$ cat src/sv/ekn_pkg.sv
// Package with the beat types, table structs and constants of the k-nearest buffer.
package ekn_pkg;

  localparam int K_MAX_DEF = 16;
  localparam int IDX_MAX_W = 8;
  localparam int DIST_W = 24;
  localparam int ID_W = 32;
  localparam int SUM_W = 48;
  localparam int NC_W = 5;
  localparam logic [NC_W-1:0] NC_RESET = 5'd16;

  typedef struct packed {
    logic signed [15:0] candidate_element;
    logic signed [15:0] query_element;
    logic [ID_W-1:0]    candidate_id;
    logic               last_element;
  } in_beat_t;

  typedef struct packed {
    logic [DIST_W-1:0] distance;
    logic              kept;
    logic [3:0]        slot;
    logic [ID_W-1:0]   kept_id;
  } out_beat_t;

  typedef struct packed {
    logic                 valid;
    logic [DIST_W-1:0]    max_dist;
    logic [IDX_MAX_W-1:0] max_idx;
  } wave_t;

  typedef struct packed {
    logic                 en;
    logic [IDX_MAX_W-1:0] idx;
    logic [DIST_W-1:0]    dist_val;
    logic [ID_W-1:0]      id;
  } cell_wr_t;

endpackage

$ cat src/sv/ekn_sqrt.sv
// Iterative floor square root of a 48-bit value, two radicand bits per cycle.
module ekn_sqrt (
  input  logic                      clk,
  input  logic                      rst_n,
  input  logic                      start,
  input  logic [ekn_pkg::SUM_W-1:0] operand,
  output logic                      busy,
  output logic                      done,
  output logic [ekn_pkg::DIST_W-1:0] root
);
  import ekn_pkg::*;

  logic [SUM_W-1:0]  rad_r;
  logic [25:0]       rem_r;
  logic [DIST_W-1:0] root_r;
  logic [4:0]        cnt_r;
  logic              busy_r;
  logic              done_r;
  logic [27:0]       rem_sh;
  logic [27:0]       trial;
  logic              ge;

  assign rem_sh = {rem_r, rad_r[SUM_W-1 -: 2]};
  assign trial  = {2'b00, root_r, 2'b01};
  assign ge     = (rem_sh >= trial);

  always_ff @(posedge clk) begin
    if (!rst_n) begin
      busy_r <= 1'b0;
      done_r <= 1'b0;
      cnt_r  <= '0;
    end else begin
      done_r <= 1'b0;
      if (start) begin
        busy_r <= 1'b1;
        cnt_r  <= 5'(DIST_W - 1);
      end else if (busy_r) begin
        cnt_r <= cnt_r - 5'd1;
        if (cnt_r == '0) begin
          busy_r <= 1'b0;
          done_r <= 1'b1;
        end
      end
    end
  end

  always_ff @(posedge clk) begin
    if (start) begin
      rad_r  <= operand;
      rem_r  <= '0;
      root_r <= '0;
    end else if (busy_r) begin
      rad_r  <= {rad_r[SUM_W-3:0], 2'b00};
      rem_r  <= ge ? 26'(rem_sh - trial) : 26'(rem_sh);
      root_r <= {root_r[DIST_W-2:0], ge};
    end
  end

  assign busy = busy_r;
  assign done = done_r;
  assign root = root_r;

endmodule

$ cat src/sv/ekn_cell.sv
// One table cell: holds an entry and passes the worst-entry search wave on to its neighbour.
module ekn_cell #(
  parameter int K_MAX = ekn_pkg::K_MAX_DEF,
  parameter int INDEX = 0
) (
  input  logic                             clk,
  input  logic                             rst_n,
  input  logic [$clog2(K_MAX+1)-1:0]       k_eff,
  input  ekn_pkg::cell_wr_t                wr,
  input  ekn_pkg::wave_t                   wave_in,
  output ekn_pkg::wave_t                   wave_out
);
  import ekn_pkg::*;

  localparam int CNT_W = $clog2(K_MAX + 1);

  logic [DIST_W-1:0] dist_r;
  logic [ID_W-1:0]   id_r;
  wave_t             wave_r;
  wave_t             wave_nxt;
  logic              take;

  assign take = (CNT_W'(INDEX) < k_eff) && (dist_r > wave_in.max_dist);

  always_comb begin
    wave_nxt = wave_in;
    if (take) begin
      wave_nxt.max_dist = dist_r;
      wave_nxt.max_idx  = IDX_MAX_W'(INDEX);
    end
  end

  always_ff @(posedge clk) begin
    if (!rst_n) begin
      wave_r.valid <= 1'b0;
    end else begin
      wave_r.valid <= wave_in.valid;
    end
  end

  always_ff @(posedge clk) begin
    wave_r.max_dist <= wave_nxt.max_dist;
    wave_r.max_idx  <= wave_nxt.max_idx;
    if (wr.en && (wr.idx == IDX_MAX_W'(INDEX))) begin
      dist_r <= wr.dist_val;
      id_r   <= wr.id;
    end
  end

  assign wave_out = wave_r;

endmodule

$ cat src/sv/euclidean_k_nearest_buffer.sv
// Top level of the Euclidean k-nearest-neighbour buffer.
// Usage: drive one element pair per beat on in_data and raise start; a beat is
// taken at an edge where start is high and busy is low. Elements that are not
// last are taken back to back, one per cycle, and only add to the running sum.
// The beat marked last_element makes busy rise; the block then takes the
// square root, one result bit per cycle, and offers the candidate to the
// table of cells. While the table is not full the result follows the root
// at once; otherwise a search wave runs down the row of K_MAX cells, one
// cell per cycle, before the result appears.
// Each result is shown on out_data for one cycle with out_valid high; the
// receiver cannot stall the block. cfg_we writes neighbor_count from cfg_wdata
// and should only be used while the block is idle.
// After reset the sum and fill count are zero, neighbor_count is 16 and the
// table entries are undefined until filled.
module euclidean_k_nearest_buffer #(
  parameter int K_MAX = ekn_pkg::K_MAX_DEF
) (
  input  logic                     clk,
  input  logic                     rst_n,
  input  logic                     start,
  output logic                     busy,
  input  ekn_pkg::in_beat_t        in_data,
  output logic                     out_valid,
  output ekn_pkg::out_beat_t       out_data,
  input  logic                     cfg_we,
  input  logic [ekn_pkg::NC_W-1:0] cfg_wdata
);
  import ekn_pkg::*;

  localparam int CNT_W = $clog2(K_MAX + 1);

  typedef enum logic [2:0] {
    ST_IDLE = 3'b001,
    ST_ROOT = 3'b010,
    ST_SCAN = 3'b100
  } state_t;

  state_t            st_r;
  state_t            st_nxt;
  logic [NC_W-1:0]   nc_r;
  logic [CNT_W-1:0]  fill_r;
  logic [CNT_W-1:0]  fill_nxt;
  logic [CNT_W-1:0]  k_eff;
  logic [31:0]       sq_r;
  logic              sq_vld_r;
  logic              last_r;
  logic [ID_W-1:0]   id_r;
  logic [SUM_W-1:0]  sum_r;
  logic [SUM_W:0]    sum_ext;
  logic [SUM_W-1:0]  sum_sat;
  logic [DIST_W-1:0] dist_r;
  logic              accept;
  logic              root_start;
  logic              root_busy;
  logic              root_done;
  logic [DIST_W-1:0] root;
  logic signed [16:0] diff;
  logic [15:0]       mag;
  wave_t             head;
  wave_t             waves [K_MAX];
  wave_t             tail;
  cell_wr_t          wr;
  logic              out_valid_r;
  out_beat_t         out_r;
  out_beat_t         out_nxt;
  logic              emit;

  assign accept = start && !busy;
  assign busy   = (st_r != ST_IDLE) || (sq_vld_r && last_r);

  assign diff = 17'(in_data.candidate_element) - 17'(in_data.query_element);
  assign mag  = diff[16] ? 16'(-diff) : 16'(diff);

  always_comb begin
    if (nc_r == '0) begin
      k_eff = CNT_W'(1);
    end else if (32'(nc_r) > 32'(K_MAX)) begin
      k_eff = CNT_W'(K_MAX);
    end else begin
      k_eff = CNT_W'(nc_r);
    end
  end

  always_ff @(posedge clk) begin
    if (!rst_n) begin
      nc_r <= NC_RESET;
    end else if (cfg_we) begin
      nc_r <= cfg_wdata;
    end
  end

  always_ff @(posedge clk) begin
    if (!rst_n) begin
      sq_vld_r <= 1'b0;
      last_r   <= 1'b0;
    end else begin
      sq_vld_r <= accept;
      last_r   <= accept && in_data.last_element;
    end
  end

  always_ff @(posedge clk) begin
    if (accept) begin
      sq_r <= mag * mag;
      id_r <= in_data.candidate_id;
    end
  end

  assign sum_ext = {1'b0, sum_r} + {17'b0, sq_r};
  assign sum_sat = sum_ext[SUM_W] ? {SUM_W{1'b1}} : sum_ext[SUM_W-1:0];
  assign root_start = sq_vld_r && last_r;

  always_ff @(posedge clk) begin
    if (!rst_n) begin
      sum_r <= '0;
    end else if (sq_vld_r) begin
      sum_r <= last_r ? '0 : sum_sat;
    end
  end

  ekn_sqrt u_sqrt (
    .clk     (clk),
    .rst_n   (rst_n),
    .start   (root_start),
    .operand (sum_sat),
    .busy    (root_busy),
    .done    (root_done),
    .root    (root)
  );

  always_ff @(posedge clk) begin
    if (root_done) begin
      dist_r <= root;
    end
  end

  always_comb begin
    head          = '0;
    head.valid    = (st_r == ST_ROOT) && root_done && (fill_r >= k_eff);
    st_nxt        = st_r;
    fill_nxt      = fill_r;
    wr            = '0;
    emit          = 1'b0;
    out_nxt       = '0;
    out_nxt.kept_id = id_r;
    case (st_r)
      ST_IDLE: begin
        if (root_start) begin
          st_nxt = ST_ROOT;
        end
      end
      ST_ROOT: begin
        if (root_done) begin
          if (fill_r < k_eff) begin
            wr.en       = 1'b1;
            wr.idx      = IDX_MAX_W'(fill_r);
            wr.dist_val = root;
            wr.id       = id_r;
            fill_nxt = fill_r + CNT_W'(1);
            emit     = 1'b1;
            out_nxt.distance = root;
            out_nxt.kept     = 1'b1;
            out_nxt.slot     = 4'(fill_r);
            st_nxt   = ST_IDLE;
          end else begin
            st_nxt = ST_SCAN;
          end
        end
      end
      ST_SCAN: begin
        if (tail.valid) begin
          emit = 1'b1;
          out_nxt.distance = dist_r;
          if (dist_r < tail.max_dist) begin
            wr.en       = 1'b1;
            wr.idx      = tail.max_idx;
            wr.dist_val = dist_r;
            wr.id       = id_r;
            out_nxt.kept = 1'b1;
            out_nxt.slot = 4'(tail.max_idx);
          end
          st_nxt = ST_IDLE;
        end
      end
      default: begin
        st_nxt = ST_IDLE;
      end
    endcase
  end

  always_ff @(posedge clk) begin
    if (!rst_n) begin
      st_r        <= ST_IDLE;
      fill_r      <= '0;
      out_valid_r <= 1'b0;
    end else begin
      st_r        <= st_nxt;
      fill_r      <= fill_nxt;
      out_valid_r <= emit;
    end
  end

  always_ff @(posedge clk) begin
    if (emit) begin
      out_r <= out_nxt;
    end
  end

  for (genvar i = 0; i < K_MAX; i++) begin : g_cell
    ekn_cell #(
      .K_MAX (K_MAX),
      .INDEX (i)
    ) u_cell (
      .clk      (clk),
      .rst_n    (rst_n),
      .k_eff    (k_eff),
      .wr       (wr),
      .wave_in  ((i == 0) ? head : waves[(i == 0) ? 0 : i - 1]),
      .wave_out (waves[i])
    );
  end

  assign tail      = waves[K_MAX-1];
  assign out_valid = out_valid_r;
  assign out_data  = out_r;

  a_result_after_busy: assert property (@(posedge clk) disable iff (!rst_n)
    out_valid |-> $past(busy))
    else $error("result beat without a preceding busy cycle");

  a_fill_bounded: assert property (@(posedge clk) disable iff (!rst_n)
    fill_r <= CNT_W'(K_MAX))
    else $error("fill count beyond table size");

  a_root_start_idle: assert property (@(posedge clk) disable iff (!rst_n)
    root_start |-> !root_busy && (st_r == ST_IDLE))
    else $error("square root started while still working");

  a_scan_no_accept: assert property (@(posedge clk) disable iff (!rst_n)
    (st_r == ST_SCAN) |-> busy && !root_busy)
    else $error("table scan overlaps other work");

endmodule
$ cat config.mk
export PLATFORM = sky130hd
export DESIGN_NAME = euclidean_k_nearest_buffer
export DESIGN_NICKNAME = d
export VERILOG_FILES = /design/src/sv/ekn_pkg.sv /design/src/sv/ekn_sqrt.sv /design/src/sv/ekn_cell.sv /design/src/sv/euclidean_k_nearest_buffer.sv
export SDC_FILE = /design/constraint.sdc
export NUM_CORES = 2
export LEC_CHECK = 0
export BUFFER_PORTS_ARGS = -buffer_cell sky130_fd_sc_hd__clkbuf_2
export CORE_ASPECT_RATIO = 1.25
export CORE_MARGIN = 1.5
export CORE_UTILIZATION = 25
export CTS_BUF_LIST = sky130_fd_sc_hd__clkbuf_16
export CTS_CLUSTER_DIAMETER = 80
export DETAILED_ROUTE_END_ITERATION = 7
export MAX_ROUTING_LAYER = met4
export PLACE_DENSITY = 0.37
export SYNTH_ARGS = -nofsm -noshare
export SYNTH_HDL_FRONTEND = slang
export SYNTH_SLANG_ARGS = --single-unit
export TNS_END_PERCENT = 20
$ cat constraint.sdc
create_clock -name clk -period 9.3 [get_ports clk]
set_clock_uncertainty 0.15 [all_clocks]
set_input_delay 0.93 -clock clk [delete_from_list [all_inputs] [get_ports clk]]
set_output_delay 0.93 -clock clk [all_outputs]
set_load 0.01 [all_outputs]
* Word-level counts from Yosys, hierarchy flattened
Index checks and enable logic that the tools add are counted.
** Word-level totals
- Register bits :: 1222
- Bits of input ports :: 74
- Output and inout bits :: 63
- Word-level logic and storage cells :: 247
** Operators by class
- $add $sub $neg :: 6
- Multiply operators :: 1
- $lt $le $gt $ge :: 37
- Eq/ne operators :: 22
- Multiplexer cells :: 48
- Bitwise gates (word level) :: 2
- Reduce and logical (&&, ||, !) cells :: 47
** Operator list (count)
- 32-bit 2-to-1 mux :: 15
- 24-bit > comparator :: 15
- 65-bit 2-to-1 mux :: 4
- 48-bit 2-to-1 mux :: 4
- 65-bit one-hot mux with 2 select lines :: 1
- 29-bit 2-to-1 mux :: 3
- 8-bit by 4-bit equality test with 1-bit output (second input constant) :: 8
- 29-bit one-hot mux with 2 select lines :: 1
- 48-bit by 32-bit adder with 49-bit output :: 1
- 4-bit by 5-bit < comparator with 1-bit output (first input constant) :: 8
- 1-bit logical AND :: 37
- 8-bit by 3-bit equality test with 1-bit output (second input constant) :: 4
- 16-bit by 16-bit multiplier with 32-bit output :: 1
- 28-bit by 26-bit >= comparator with 1-bit output :: 1
- 26-bit 2-to-1 mux :: 1
- 26-bit subtractor :: 1
- 5-bit 2-to-1 mux :: 5
- 24-bit by 1-bit > comparator with 1-bit output (second input constant) :: 1
- 24-bit < comparator :: 1
- 3-bit by 5-bit < comparator with 1-bit output (first input constant) :: 4
- 16-bit by 16-bit subtractor with 17-bit output :: 1
- 8-bit by 2-bit equality test with 1-bit output (second input constant) :: 2
- 16-bit 2-to-1 mux :: 1
- 16-bit negation :: 1
- other kinds (27) :: 42

* Longest topological paths before layout
- Depth in word-level cells :: 9
- Mapped depth :: 38
- Depth with buffers taken out :: 38

* Modules after synthesis
From an unflattened synthesis, not the netlist that was laid out.
** Second synthesis, totals
- Cells, all modules :: 5808
- Area total of the unflattened synthesis :: 65370.2 um^2
** By module, submodules not included
- euclidean_k_nearest_buffer :: instances 1, cells each 1888, area each 18719.2 um^2, seq. area each 5725.5 um^2
- ekn_sqrt :: instances 1, cells each 533, area each 5718.0 um^2, seq. area each 2582.5 um^2
- ekn_cell at g_cell[1].u_cell :: instances 1, cells each 248, area each 2765.2 um^2, seq. area each 1381.3 um^2
- ekn_cell at g_cell[9].u_cell :: instances 1, cells each 252, area each 2722.6 um^2, seq. area each 1381.3 um^2
- ekn_cell at g_cell[4].u_cell :: instances 1, cells each 246, area each 2715.1 um^2, seq. area each 1381.3 um^2
- ekn_cell at g_cell[2].u_cell :: instances 1, cells each 236, area each 2652.5 um^2, seq. area each 1381.3 um^2
- ekn_cell at g_cell[3].u_cell :: instances 1, cells each 221, area each 2608.8 um^2, seq. area each 1381.3 um^2
- ekn_cell at g_cell[5].u_cell :: instances 1, cells each 220, area each 2568.7 um^2, seq. area each 1381.3 um^2
- ekn_cell at g_cell[6].u_cell :: instances 1, cells each 235, area each 2568.7 um^2, seq. area each 1381.3 um^2
- ekn_cell at g_cell[11].u_cell :: instances 1, cells each 221, area each 2566.2 um^2, seq. area each 1381.3 um^2
- ekn_cell at g_cell[13].u_cell :: instances 1, cells each 221, area each 2560.0 um^2, seq. area each 1381.3 um^2
- ekn_cell at g_cell[15].u_cell :: instances 1, cells each 183, area each 2503.7 um^2, seq. area each 1381.3 um^2
- ekn_cell at g_cell[10].u_cell :: instances 1, cells each 183, area each 2498.6 um^2, seq. area each 1381.3 um^2
- ekn_cell at g_cell[14].u_cell :: instances 1, cells each 185, area each 2494.9 um^2, seq. area each 1381.3 um^2
- 4 more rows

* Worst setup path after synthesis
No wires, ideal clock.
- Kind :: input port to flip-flop
- From :: input in_data[38] (netlist name)
- To :: register sq_r[31], data pin
- Setup time :: 0.258 ns
- Arrival time :: 8.852 ns
- Data required time :: 8.892 ns
- Path slack :: 0.041 ns
- Cell stages on the path :: 34
- Path buffers :: 0
- Cell sequence :: inv_1 -> ha_1 -> o21a_1 -> o211ai_1 -> o21bai_1 -> o21ai_1 -> a221o_1 -> o21a_1 -> or2_2 -> xor2_1 -> inv_2 -> nor2_1 -> inv_1 -> fa_1 -> inv_1 -> fa_1 -> inv_1 -> fa_1 -> inv_1 -> fa_1 -> fa_1 -> inv_1 -> fa_1 -> inv_1 -> ha_1 -> and4_1 -> o31ai_1 -> a22oi_1 -> a41oi_1 -> a21o_1 -> o21ai_0 -> nand4_1 -> nand3_1 -> xnor2_1
** On the way
- Word-level cells in the longest chain between the ends :: 4
** Ends and longest elaborated chain
- from (decl) :: RTL line euclidean_k_nearest_buffer.sv:22 : input ekn_pkg::in_beat_t in_data,
- 16-bit by 16-bit subtractor with 17-bit output (*) :: RTL line euclidean_k_nearest_buffer.sv:71 : assign diff = 17'(in_data.candidate_element) - 17'(in_data.query_element);
- 16-bit negation :: RTL line euclidean_k_nearest_buffer.sv:72 : assign mag = diff[16] ? 16'(-diff) : 16'(diff);
- 16-bit 2-to-1 mux (*) :: RTL line euclidean_k_nearest_buffer.sv:72
- 16-bit by 16-bit multiplier with 32-bit output (*) :: RTL line euclidean_k_nearest_buffer.sv:104 : sq_r <= mag * mag;
- to (signal assigned) :: RTL line euclidean_k_nearest_buffer.sv:104
- to (decl) :: RTL line euclidean_k_nearest_buffer.sv:44 : logic [31:0] sq_r;
Every way passes the cells marked *; elsewhere a longest branch is shown, timed or not.
A chain may end at the register's enable or synchronous reset.

* Worst setup path after layout
- From :: input in_data[49] (netlist name)
- To :: register sq_r[31], data pin
The elaborated chain is that of the path after synthesis.

==> results.toml <==
[outcome]
status = "finished clean"

[layout]
syn_to_final_growth_pct = 16.9
fill_cells = 23900
final_util_pct = 29.4
layout-drive-gt1-share_pct = 17.4
layout_commonest_cell = "inv_1"
multi_input_area_mm2 = 0.0266
regArea_mm2 = 0.0288
layout_common_cells = "inv_1, edfxtp_1, dfxtp_1"
nNetsFinal = 6232

[yosys]
synth_fa_ha_area_share_pct = 17.7
syn_area_mm2 = 0.0585
ys.flop_type = "edfxtp_1"
seq_area_frac_synth_pct = 49.3
synth_compound_area_share_pct = 9.57
synthArstFlopShare_pct = 0
synthXorXnorAreaFrac_pct = 1.90
synth.distinct_cells = 93
avgSynthCellArea_um2 = 11.4
synthMuxAreaShare_pct = 7.38
syn_inst = 5121
ys.warnings.count = 0
synth-simple-area-share_pct = 8.60
synth_edf_count = 580
synth_seq_cells = 1150
syn_nets = 5922
synth_top_family_by_area = "adder cells"

[global_routing]
grt_overflow_total = 0
grt_usage_pct = 13.4
grt_pass1_vias = 39000
grt_max_degree = 83
grt_pass1_wl_um = 237000
grt_antenna_before_repair = 16

[drt]
via_per_inst = 4.28
drc = 0
finalWirelength_um = 154000
wl_per_cell_um = 17.9
ant_nets = 0
drt-initial-drc-count = 1562
drtPass1Iterations = 5
dr_total_vias = 37000

[timing]
fmax_mhz = 115
rsz0062_at_grt = "false"
maxSlewViolCount = 0
hold_viol_final = 0
worst_slack_ns = 0.615
finalSetupViolations = 0
hold_ws_ns = 0.189
tightestPinTransition_ns = 1.05
period_minus_slack_ns = 8.68
relSlewSlack_pct = 30.0
post-route-period-util_pct = 93.4

[floorplanning]
core_mm2 = 0.233
ioPinCount = 137
fp.dieH_um = 544
row_count = 198
fp.dieArea_mm2 = 0.237
die_w_um = 436
start_util_pct = 25.1

[setup_path]
crit_path_start_kind = "primary input"
arrival_ns = 9.00
critPathLaunch = "in_data[49]"
cp_slowest_stage_delay_ns = 0.55
crit_type = "primary input to flip-flop"
critPathTopFamily = "adder cells"
crit_required_ns = 9.61
cp_max_fo = 5
cpMaxStageDelayCell = "fa_1"
worst_path_most_repeated_cell = "fa_1"
endpoint_kind = "flip-flop"
rr_startpoint = "dist_r[17]"
cp.buffers_inverters = 6

[placed_design]
hpwlAfterDp_um = 111000
gp_congestion = 0.775
pre_cts_ws_ns = -0.289
portBuffers = 136

[clock_tree]
numCtsBuffers = 119
htree_levels = 3
clockBufferDepth = 3
cts_tree = "yes"
clkLatencyLatePin_ns = 0.74
clkTransAtPathRegs_ns = 0.06
clock-root-buffer = "clkbuf_16"
clock-sinks = 1150
hold_buffers = 0

[flow_run]
maxCapViolCount = 0

[worst_hold_path]
min_path_type = "flip-flop to flip-flop"
min_from = "g_cell[0].u_cell.dist_r[11]"
metrics by stage:
step           TNS, ns  std cells  cell area (um2)
6_report             0       8641            68400
4_1_cts              0       8636            68300
3_3_place_gp    -0.655       8410            64200
5_1_grt              0       8637            68400
3_5_place_dp     -1.01       8410            64200
2_1_floorplan        0       5121            58500
synth_stat cells (6+ instances only):
cell | count | area share [%]
nand3_1 | 47 | 0.40
o21ai_0 | 239 | 2.0
dfxtp_1 | 570 | 20
o21bai_1 | 16 | 0.21
a21oi_1 | 193 | 1.7
inv_1 | 698 | 4.5
nor2_1 | 260 | 1.7
or3_1 | 9 | 0.096
nor3_1 | 38 | 0.33
clkbuf_1 | 132 | 0.85
mux2_2 | 337 | 6.5
nand2_1 | 234 | 1.5
a221oi_1 | 6 | 0.090
ha_1 | 562 | 12
edfxtp_1 | 580 | 30
nand2b_1 | 94 | 1.0
o211ai_1 | 14 | 0.18
o31ai_1 | 10 | 0.13
buf_1 | 10 | 0.064
a211oi_1 | 25 | 0.32
nor2b_1 | 84 | 0.90
a32o_1 | 25 | 0.43
a21o_1 | 128 | 1.6
and2_1 | 55 | 0.59
nand4_1 | 97 | 1.0
inv_2 | 11 | 0.071
xor2_1 | 48 | 0.72
o21a_1 | 44 | 0.56
buf_2 | 11 | 0.094
a21boi_0 | 6 | 0.077
mux2i_1 | 52 | 0.89
o2bb2ai_1 | 14 | 0.21
xnor2_1 | 77 | 1.2
a31oi_1 | 39 | 0.42
fa_1 | 165 | 5.6
a22o_1 | 27 | 0.40
or2_2 | 21 | 0.22
and3_1 | 26 | 0.28
nor4_1 | 12 | 0.13
cell type report:
class / instances / area share [%]
Clock inverter: 102 / 1.55
Tap cell: 3100 / 5.67
Timing Repair Buffer: 343 / 3.30
Inverter: 711 / 3.90
Clock buffer: 124 / 4.54
Multi-Input combinational cell: 3106 / 38.9
Antenna cell: 5 / 0.0183
Sequential cell: 1150 / 42.2
worst paths after layout:
| kind | cells after the start | slack, ns | end |
|---|---|---|---|
| worst max-delay path | 33 | 0.62 | sq_r[31] |
| worst min-delay path | 0 | 0.19 | g_cell[0].u_cell.wave_out[19] |
| worst max register to register | 13 | 4.12 | g_cell[1].u_cell.dist_r[19] |
| worst min register to register | 0 | 0.19 | g_cell[0].u_cell.wave_out[19] |
cell families after synthesis:
logic type,count (synthesis)
DFF,1150
and+or+nand+nor,1006
buffers and inverters,865
AOI/OAI and AO/OA,858
adders and majority gates,727
muxes,389
xor gates and xnor gates,126
timing repair:
| action | CTS | global route |
|---|---|---|
| buffers inserted | 0 | 0 |
| endpoints found under the setup margin | 0 | 3 |
| resized for setup | 0 | 4 |
per-layer routing:
layer  track usage (%)  share of wire [%]  vias to the layer above
li1                  -                  -                    18400
met5                 -                  0                        -
met3              1.45                3.5                      159
met1              16.5                 44                    18000
met4              2.95                1.8                        0
met2              23.4                 50                      414
state kept, by name (all words and copies together), names as in the netlist, 24 cells and up:
signal	count
g_cell.u_cell.wave_out	449
id_r	32
u_sqrt.rem_r	26
u_sqrt.rad_r	48
sum_r	48
u_sqrt.root	24
dist_r	24
g_cell.u_cell.dist_r	384
out_data	61
sq_r	31
Power is not shown: default switching activity piles up to over one toggle a cycle in this logic, so the estimate is an artifact.
